--- config.mk ---
export PLATFORM = sky130hd
export DESIGN_NAME = rwnh_queue
export DESIGN_NICKNAME = d
export VERILOG_FILES = /design/src/rtl/rwnh_pkg.sv /design/src/rtl/rwnh_queue.sv
export SDC_FILE = /design/constraint.sdc
export NUM_CORES = 1
export LEC_CHECK = 0
export BUFFER_PORTS_ARGS = -buffer_cell sky130_fd_sc_hd__buf_2
export CAP_MARGIN = 20
export CORE_MARGIN = 3
export CORE_UTILIZATION = 25
export DETAILED_ROUTE_END_ITERATION = 7
export PLACE_DENSITY = 0.57
export SYNTH_ARGS = -nofsm -noshare
export SYNTH_HDL_FRONTEND = slang
export SYNTH_SLANG_ARGS = --single-unit
export TNS_END_PERCENT = 20
--- constraint.sdc ---
create_clock -name clk -period 10.08 [get_ports clk]
set_input_delay 1.008 -clock clk [delete_from_list [all_inputs] [get_ports clk]]
set_output_delay 1.008 -clock clk [all_outputs]
set_load 0.01 [all_outputs]
--- src/rtl/rwnh_pkg.sv ---
// Shared types, widths and codes of the ray to wall nearest hit block.
// Used by every module of the block; depends on nothing.
package rwnh_pkg;

	localparam int MAX_WALLS_DEFAULT = 16;

	localparam logic FUNC_LOAD = 1'b0;
	localparam logic FUNC_CAST = 1'b1;

	localparam int COORD_W   = 10;
	localparam int Q8_W      = 18;
	localparam int DIR_W     = 16;
	localparam int CFG_W     = 5;
	localparam int WALL_ID_W = 4;
	localparam int WALL_W    = 4 * COORD_W;

	// Magnitudes after the sign of the denominator has been folded in.
	localparam int DEN_W     = 27;
	localparam int NW_W      = 35;
	localparam int NR_W      = 29;

	localparam int DIV_NUM_W = 47;
	localparam int DIV_Q_W   = 19;

	localparam int S_TDATA_W = 144;
	localparam int M_TDATA_W = 64;

	localparam logic [Q8_W-1:0] Q8_MAX = '1;

	// One finished wall walk, handed from the front to the back.
	typedef struct packed {
		logic                     found;
		logic [WALL_ID_W-1:0]     wall;
		logic [COORD_W-1:0]       x1;
		logic [COORD_W-1:0]       y1;
		logic signed [COORD_W:0]  ex;
		logic signed [COORD_W:0]  ey;
		logic [NR_W-1:0]          nr;
		logic [NW_W-1:0]          nw;
		logic [DEN_W-1:0]         den;
		logic signed [DIR_W-1:0]  dx;
		logic signed [DIR_W-1:0]  dy;
		logic signed [DIR_W-1:0]  vx;
		logic signed [DIR_W-1:0]  vy;
	} job_t;

	typedef struct packed {
		logic               done;
		logic               ovf;
		logic               rem_nz;
		logic [DIV_Q_W-1:0] quo;
	} div_res_t;

endpackage

--- src/rtl/rwnh_queue.sv ---
// Two-entry queue of finished wall walks between the front and the back.
// Depends on rwnh_pkg for the entry type.
module rwnh_queue (
	input  logic           clk,
	input  logic           arst_n,
	input  logic           push,
	input  rwnh_pkg::job_t din,
	input  logic           pop,
	output rwnh_pkg::job_t dout,
	output logic           full,
	output logic           empty
);

	logic [1:0]     cnt_q;
	logic           wp_q, rp_q;
	rwnh_pkg::job_t entry_q [2];

	assign full  = (cnt_q == 2'd2);
	assign empty = (cnt_q == 2'd0);
	assign dout  = entry_q[rp_q];

	always_ff @(posedge clk or negedge arst_n) begin
		if (!arst_n) begin
			cnt_q <= '0;
			wp_q  <= 1'b0;
			rp_q  <= 1'b0;
		end else begin
			if (push) begin
				wp_q <= !wp_q;
			end
			if (pop) begin
				rp_q <= !rp_q;
			end
			cnt_q <= cnt_q + 2'(push) - 2'(pop);
		end
	end

	always_ff @(posedge clk) begin
		if (push) begin
			entry_q[wp_q] <= din;
		end
	end

endmodule

==> results of run 1 <==
## worst min-delay path by stage
stage | from | endpoint | slack (ns) | cells past startpoint
detailed placement | wp_q | wp_q | 0.54 | 1
global placement | wp_q | wp_q | 0.53 | 1
CTS | arst_n | cnt_q[0] | 0.21 | 1
finish | arst_n | cnt_q[0] | 0.26 | 1
global route | arst_n | cnt_q[0] | 0.22 | 1
floorplan | wp_q | wp_q | 0.47 | 1
## worst max-delay path, delay by kind of cell, from the launching register on
family                 cells  cell delay (ns)
DFF                        1             0.85
muxes                      1             0.42
buffers and inverters      2             0.97
## power breakdown
part           leakage (nW)  internal (W)  switching (W)
clock network         0.713      0.000975       0.000641
registers              3.84       0.00226       0.000120
logic                  3.24      0.000852       0.000839
total                  7.79       0.00408        0.00160
## layer usage
layer	routed length, um	vias to the layer above	track usage [%]
li1	-	3470	-
met2	16900	267	16.9
met3	3670	75	4.78
met4	1000	8	3.67
met1	12800	3747	11.1
met5	59	-	0
## per-stage QoR
stage	hold slack (ns)	total power, W	area [um^2]	utilization, %	cells
3_5_place_dp	0.542	0.00415	18400	30.2	1819
6_report	0.257	0.00569	19800	32.6	1909
2_1_floorplan	0.473	0.00362	15500	-	644
3_3_place_gp	0.534	0.00413	18400	30.2	1819
4_1_cts	0.207	0.00581	19800	32.6	1901
5_1_grt	0.217	0.00597	19800	32.6	1904
## kinds of logic (layout without fill, tap and decap cells)
| group | after synthesis | in the layout | share of synthesized area, % |
|---|---|---|---|
| buffers and inverters | 25 | 500 | 1.62 |
| adder cells (fa/ha/maj) | 2 | 2 | 0.162 |
| flip-flops | 408 | 408 | 79.0 |
| XOR/XNOR | 3 | 3 | 0.267 |
| multiplexers | 202 | 202 | 18.8 |
| other | 0 | 8 | 0 |
| AND/OR/NAND/NOR | 4 | 4 | 0.145 |
## flip-flops by register name, summed over array words and instances, names as in the netlist
name	count
entry_q	404
cnt_q	2
wp_q	1
rp_q	1
## cell type report
class | count | area [um^2]
antenna | 8 | 20.0
clock buffer | 53 | 1200
clock inverter | 29 | 270
fill | 5907 | 41000
inverter | 2 | 7.51
multi-input combinational | 211 | 3010
sequential | 408 | 12200
tap | 782 | 978
timing repair buffer | 416 | 2120
## synth_stat cells, drive strengths merged
| library cell | n | area share, % |
|---|---|---|
| inv | 2 | 0.048 |
| nor2 | 1 | 0.024 |
| xor2 | 2 | 0.11 |
| edfxtp | 404 | 78 |
| buf | 23 | 1.6 |
| mux2 | 202 | 19 |
| xor3 | 1 | 0.15 |
| nor2b | 2 | 0.081 |
| dfrtp | 4 | 0.65 |
| ha | 2 | 0.16 |
| and2 | 1 | 0.040 |
==> summary.md, run 1 <==
| Metric | Value |
|---|---|
| Outcome | completed |
| CTS clock-pin slew for the worst setup and hold paths | around 0.06 ns |
| Slowest cell on the critical path | dfrtp_4 |
| Count of pins over their slew limit | 0 |
| H-Tree Level Count | 2 |
| Top library cells by usage in the layout, fill and taps aside | buf_2, edfxtp_1, mux2_4, clkbuf_16, mux2_2 |
| DRC marker count from the first detailed-route iteration | around 340 |
| TritonCTS clock tree | done |
| Vias in the first global route | 8,238 |
| Clock period minus worst slack | a little under 4 ns |
| Post-DP HPWL | 23.2 mm |
| Peak supply drop | 0.158 mV |
| Routed vias/inst | a little under 4 |
| Core area | 60,800 um^2 |
| Data required time of the critical path | 9.07 ns |
| Max cap viols | 0 |
| Count of instances resized after the clock tree is built | 0 |
| Top Ports | 410 |
| Final period utilization | 39.1% |
| Post-DRT Antenna Nets | 0 |
| Sort of element at the end of the critical path | output pin |
| Final-report hold violation count | 0 |
| Wire length reported by the detailed router | 34.4 mm |
| Initial core utilization | 25.5% |
| Post-CTS setup buffers | 0 |
| Largest clock skew in the final design | around 0.0099 ns |
| Die Outline Area | 65,000 um^2 |
| Die boundary height | 255 um |
| Syn Inst Count | 644 |
| Delay contributed by the slowest stage of the critical path | 0.85 ns |
| Port bufs | 409 |
| Net count of the mapped netlist | 852 |
| Total Neg Setup Slack | 0 ns |
| Worst EP arrival | 2.93 ns |
| Placer Congestion | 0.740 |
| Crit Path Category | flop to output pin |
| CTS Hold Bufs | 0 |
| Standby leakage power | 7.79 nW |
| Leftover overflow at the end of global routing | 0 |
| Worst slew pin tran | 1.11 ns |
| Yosys warning count | 0 |
| Post-synthesis area per instance | 24.0 um^2 |
| Final net count | 1,292 |
| Setup slack on the worst flop-to-flop path | about 7.3 ns |
| Post-route setup slack | 6.14 ns |
| Number of CTS-inserted buffers | 45 |
| Most common cell after layout, fill and taps aside | buf_2 |
| Post-synth cell types | 14 |
| Worst reg2reg endpoint | entry_q[1][22] |
| Site row count | 90 |
| Wire length of the first global-routing pass | 49.3 mm |
| Unrepaired setup endpoints after global routing | no |
| Upper clock frequency limit | 254 MHz |
| Startpoint type of the worst setup path | flop |
| Worst path cell trace | buf_4 > mux2_2 > buf_2 |
| Class of the tightest hold or removal check | primary input to async pin |
| Launching instance or port of the critical path | rp_q |
| Clk Latency, worst-skew pair | 0.55 ns |
| Initial antenna violation count | 10 |
| Total number of vias | 7,567 |
| Maximum number of pins on one net before global-route repair | 142 |
| Maximum fanout along the worst path | 55 |
| Sequential element share of the synthesized area | 79.0% |
| Layout cell share with drive strength beyond 1 | 61.2% |
| Layout area overhead | 28.2% |
| Crit path capture | dout[1] |
| Power density over the cells | 286 nW/um^2 |
| Routed length per placed instance | 18.0 um |
| Root Buffer | clkbuf_16 |
| All-Layer GR Usage | 10.0% |
| Clock tree sinks | 408 |
| Netlist Area Pre-Place | 15,500 um^2 |
| Slew headroom | 26.3% |
| Buffers from clock root to sink, at most | 3 |
| Chip width | 255 um |
| FF-to-FF Start | wp_q |
| Placement-stage worst setup slack | approximately 6.5 ns |
| Number of optimization iterations in the first detailed-route pass | 4 |
| Number of endpoints failing setup at the final stage | 0 |
| #FFs+latches synth | 408 |
| Register-to-Register Path Depth | 3 |
| Remaining DRCs | 0 |
Note: power is estimated with default switching activity, not from simulation.
==> run 2, diff against run 1 <==
==> constraint.sdc (replaced) <==
create_clock -name clk -period 3.6 [get_ports clk]
set_input_delay 0.36 -clock clk [delete_from_list [all_inputs] [get_ports clk]]
set_output_delay 0.36 -clock clk [all_outputs]
set_load 0.01 [all_outputs]
==> run 2 against run 1 <==
Against the previous run:
- total power grew to 2.9 times the previous value
- combinational power grew to 3.0 times the previous value
- routed wire length up 4.6%
- critical endpoint is now dout[158]
- largest cell class unchanged
==> summary.md, run 2 (same netlist as run 1, synthesis figures left out) <==
| Metric | Value |
|---|---|
| Startpoint type of the worst setup path | flop (unchanged) |
| Fin cells | 2,122 (was 1,909) |
| Worst slew pin tran | 0.890 ns (was 1.11 ns) |
| Post-DP HPWL | 23.3 mm (was 23.2 mm) |
| CTS clock-pin slew for the worst setup and hold paths | 0.06 ns (about the same) |
| Leftover overflow at the end of global routing | 0 (unchanged) |
| Wire length of the first global-routing pass | 53.2 mm (was 49.3 mm) |
| H-Tree Level Count | 2 (unchanged) |
| Die Outline Area | 65,000 um^2 (unchanged) |
| Post-DRT Antenna Nets | 0 (unchanged) |
| Root Buffer | clkbuf_16 (unchanged) |
| FF-to-FF Start | wp_q (unchanged) |
| Max cap viols | 0 (unchanged) |
| Site row count | 90 (unchanged) |
| Upper clock frequency limit | 346 MHz |
| Start point of the worst min-delay path | push |
| Chip width | 255 um (unchanged) |
| Initial core utilization | 25.5% (unchanged) |
| Port bufs | 409 (unchanged) |
| Pwr Total | 0.0164 W (was 0.00569 W) |
| All-Layer GR Usage | 10.6% (was 10.0%) |
| Worst EP arrival | 2.53 ns (was 2.93 ns) |
| Vias in the first global route | 9,240 (was 8,238) |
| Remaining DRCs | 0 (unchanged) |
| Slew headroom | 40.7% (was 26.3%) |
| Final period utilization | 80.2% |
| Maximum fanout along the worst path | 41 (was 55) |
| Layout cell share with drive strength beyond 1 | 52.2% (was 61.2%) |
| Final-report hold violation count | 0 (unchanged) |
| Crit Path Category | flop to output pin (unchanged) |
| Sort of element at the end of the critical path | output pin (unchanged) |
| Layout area overhead | 42.8% (was 28.2%) |
| Register with the most flip-flops | entry_q (unchanged) |
| Largest clock skew in the final design | 0.00809 ns (was 0.00993 ns) |
| Final net count | 1,512 (was 1,292) |
| Number of CTS-inserted buffers | 46 (was 45) |
| Area of all placed cells without fillers | 22,100 um^2 (was 19,800 um^2) |
| Peak supply drop | 0.392 mV (was 0.158 mV) |
| Top Ports | 410 (unchanged) |
| Routed length per placed instance | 17.0 um (was 18.0 um) |
| Count of pins over their slew limit | 0 (unchanged) |
| TritonCTS clock tree | done (unchanged) |
| Launching instance or port of the critical path | rp_q (unchanged) |
| Placed cell areas | 18,600 um^2 (was 18,400 um^2) |
| DRC marker count from the first detailed-route iteration | 315 (was 341) |
| Power density over the cells | 741 nW/um^2 (was 286 nW/um^2) |
| Unrepaired setup endpoints after global routing | no (unchanged) |
| Wire length reported by the detailed router | 36.0 mm (was 34.4 mm) |
| Clk Latency, worst-skew pair | 0.55 ns (about the same) |
| Standby leakage power | 8.76 nW (was 7.79 nW) |
| Core area | 60,800 um^2 (unchanged) |
| Total number of vias | 8,440 (was 7,567) |
| Outcome | completed (unchanged) |
| Data required time of the critical path | 3.24 ns (was 9.07 ns) |
| Maximum number of pins on one net before global-route repair | 112 (was 142) |
| Clock period minus worst slack | 2.89 ns |
| Largest register FFs | 404 (unchanged) |
| Number of optimization iterations in the first detailed-route pass | 4 (unchanged) |
| Count of instances resized after the clock tree is built | 0 (unchanged) |
| Routed vias/inst | 3.98 (was 3.96) |
| Initial antenna violation count | 7 (was 10) |
| Die boundary height | 255 um (unchanged) |
| Final Hold Slack | 0.0554 ns (was 0.257 ns) |
| Finished Core Util | 36.4% (was 32.6%) |
| Class of the tightest hold or removal check | primary input to flop (was primary input to async pin) |
| Clock tree sinks | 408 (unchanged) |
| Top library cells by usage in the layout, fill and taps aside | buf_2, edfxtp_1, dlygate4sd3_1, mux2_4, clkbuf_16 (was buf_2, edfxtp_1, mux2_4, clkbuf_16, mux2_2) |
| Number of endpoints failing setup at the final stage | 0 (unchanged) |
| Largest registers | entry_q (404), cnt_q (2) (unchanged) |
| Most common cell after layout, fill and taps aside | buf_2 (unchanged) |
| Placer Congestion | 0.706 (was 0.740) |
| Number of placed instances, taps included | 1,834 (was 1,819) |
| Buffers from clock root to sink, at most | 3 (unchanged) |
==> run 2: cell types whose count changed in the layout (fill, tap and decap cells not counted), sizes merged <==
cell         before  now
buf             416  431
clkbuf           53   61
clkinv           19   14
clkinvlp          3    2
diode             8    2
dlygate4sd3       0  204
inv               4    2
==> run 2: final timing paths <==
check                             endpoint  slack, ns  cells after the start
max in group asynchronous             rp_q       3.30                      2
hold reg to reg                       wp_q       0.56                      1
hold / removal                        wp_q       0.06                      2
setup / recovery                 dout[158]       0.71                      3
setup reg to reg           entry_q[1][166]       1.71                      2
min in group asynchronous         cnt_q[0]       0.16                      2
==> run 2: what timing repair did <==
item | CTS | global route
buffers inserted | 0 | 0
hold endpoints to repair | 409 | 0
hold buffers | 204 | 0
==> run 2: metal layers <==
layer	GRT usage, %	vias to the layer above	wire length [um]
met4	3.81	10	1120
met3	4.55	82	3420
li1	-	3903	-
met1	11.9	4155	13600
met2	18.1	290	17800
met5	0	-	68
==> run 2: worst max-delay path, cell delays in order (launching register included) <==
cell,delay [ns]
dfrtp_4,1.01
buf_4,0.45
mux2_4,0.34
buf_2,0.14
==> run 2: area by class of cell <==
cell class                      instances  area, um^2
Antenna cell                            2        5.00
Multi-Input combinational cell        211        3010
Clock inverter                         21         234
Tap cell                              782         978
Timing Repair Buffer                  635        4370
Clock buffer                           61        1270
Inverter                                2        7.51
Sequential cell                       408       12200
Fill cell                            5703       38700
==> run 2: report_power, final <==
group          total (W)  leakage, nW  switching (W)  internal, W
clock network    0.00462        0.728        0.00179      0.00283
logic            0.00510         4.20        0.00248      0.00263
registers        0.00665         3.84       0.000349      0.00630
==> run 2: per-stage QoR <==
step	setup slack, ns	TNS, ns
after floorplan	-0.245	-49.40
after global placement	1.25	0
after detailed placement	1.22	0
after CTS	0.595	0
after global routing	0.553	0
final	0.713	0
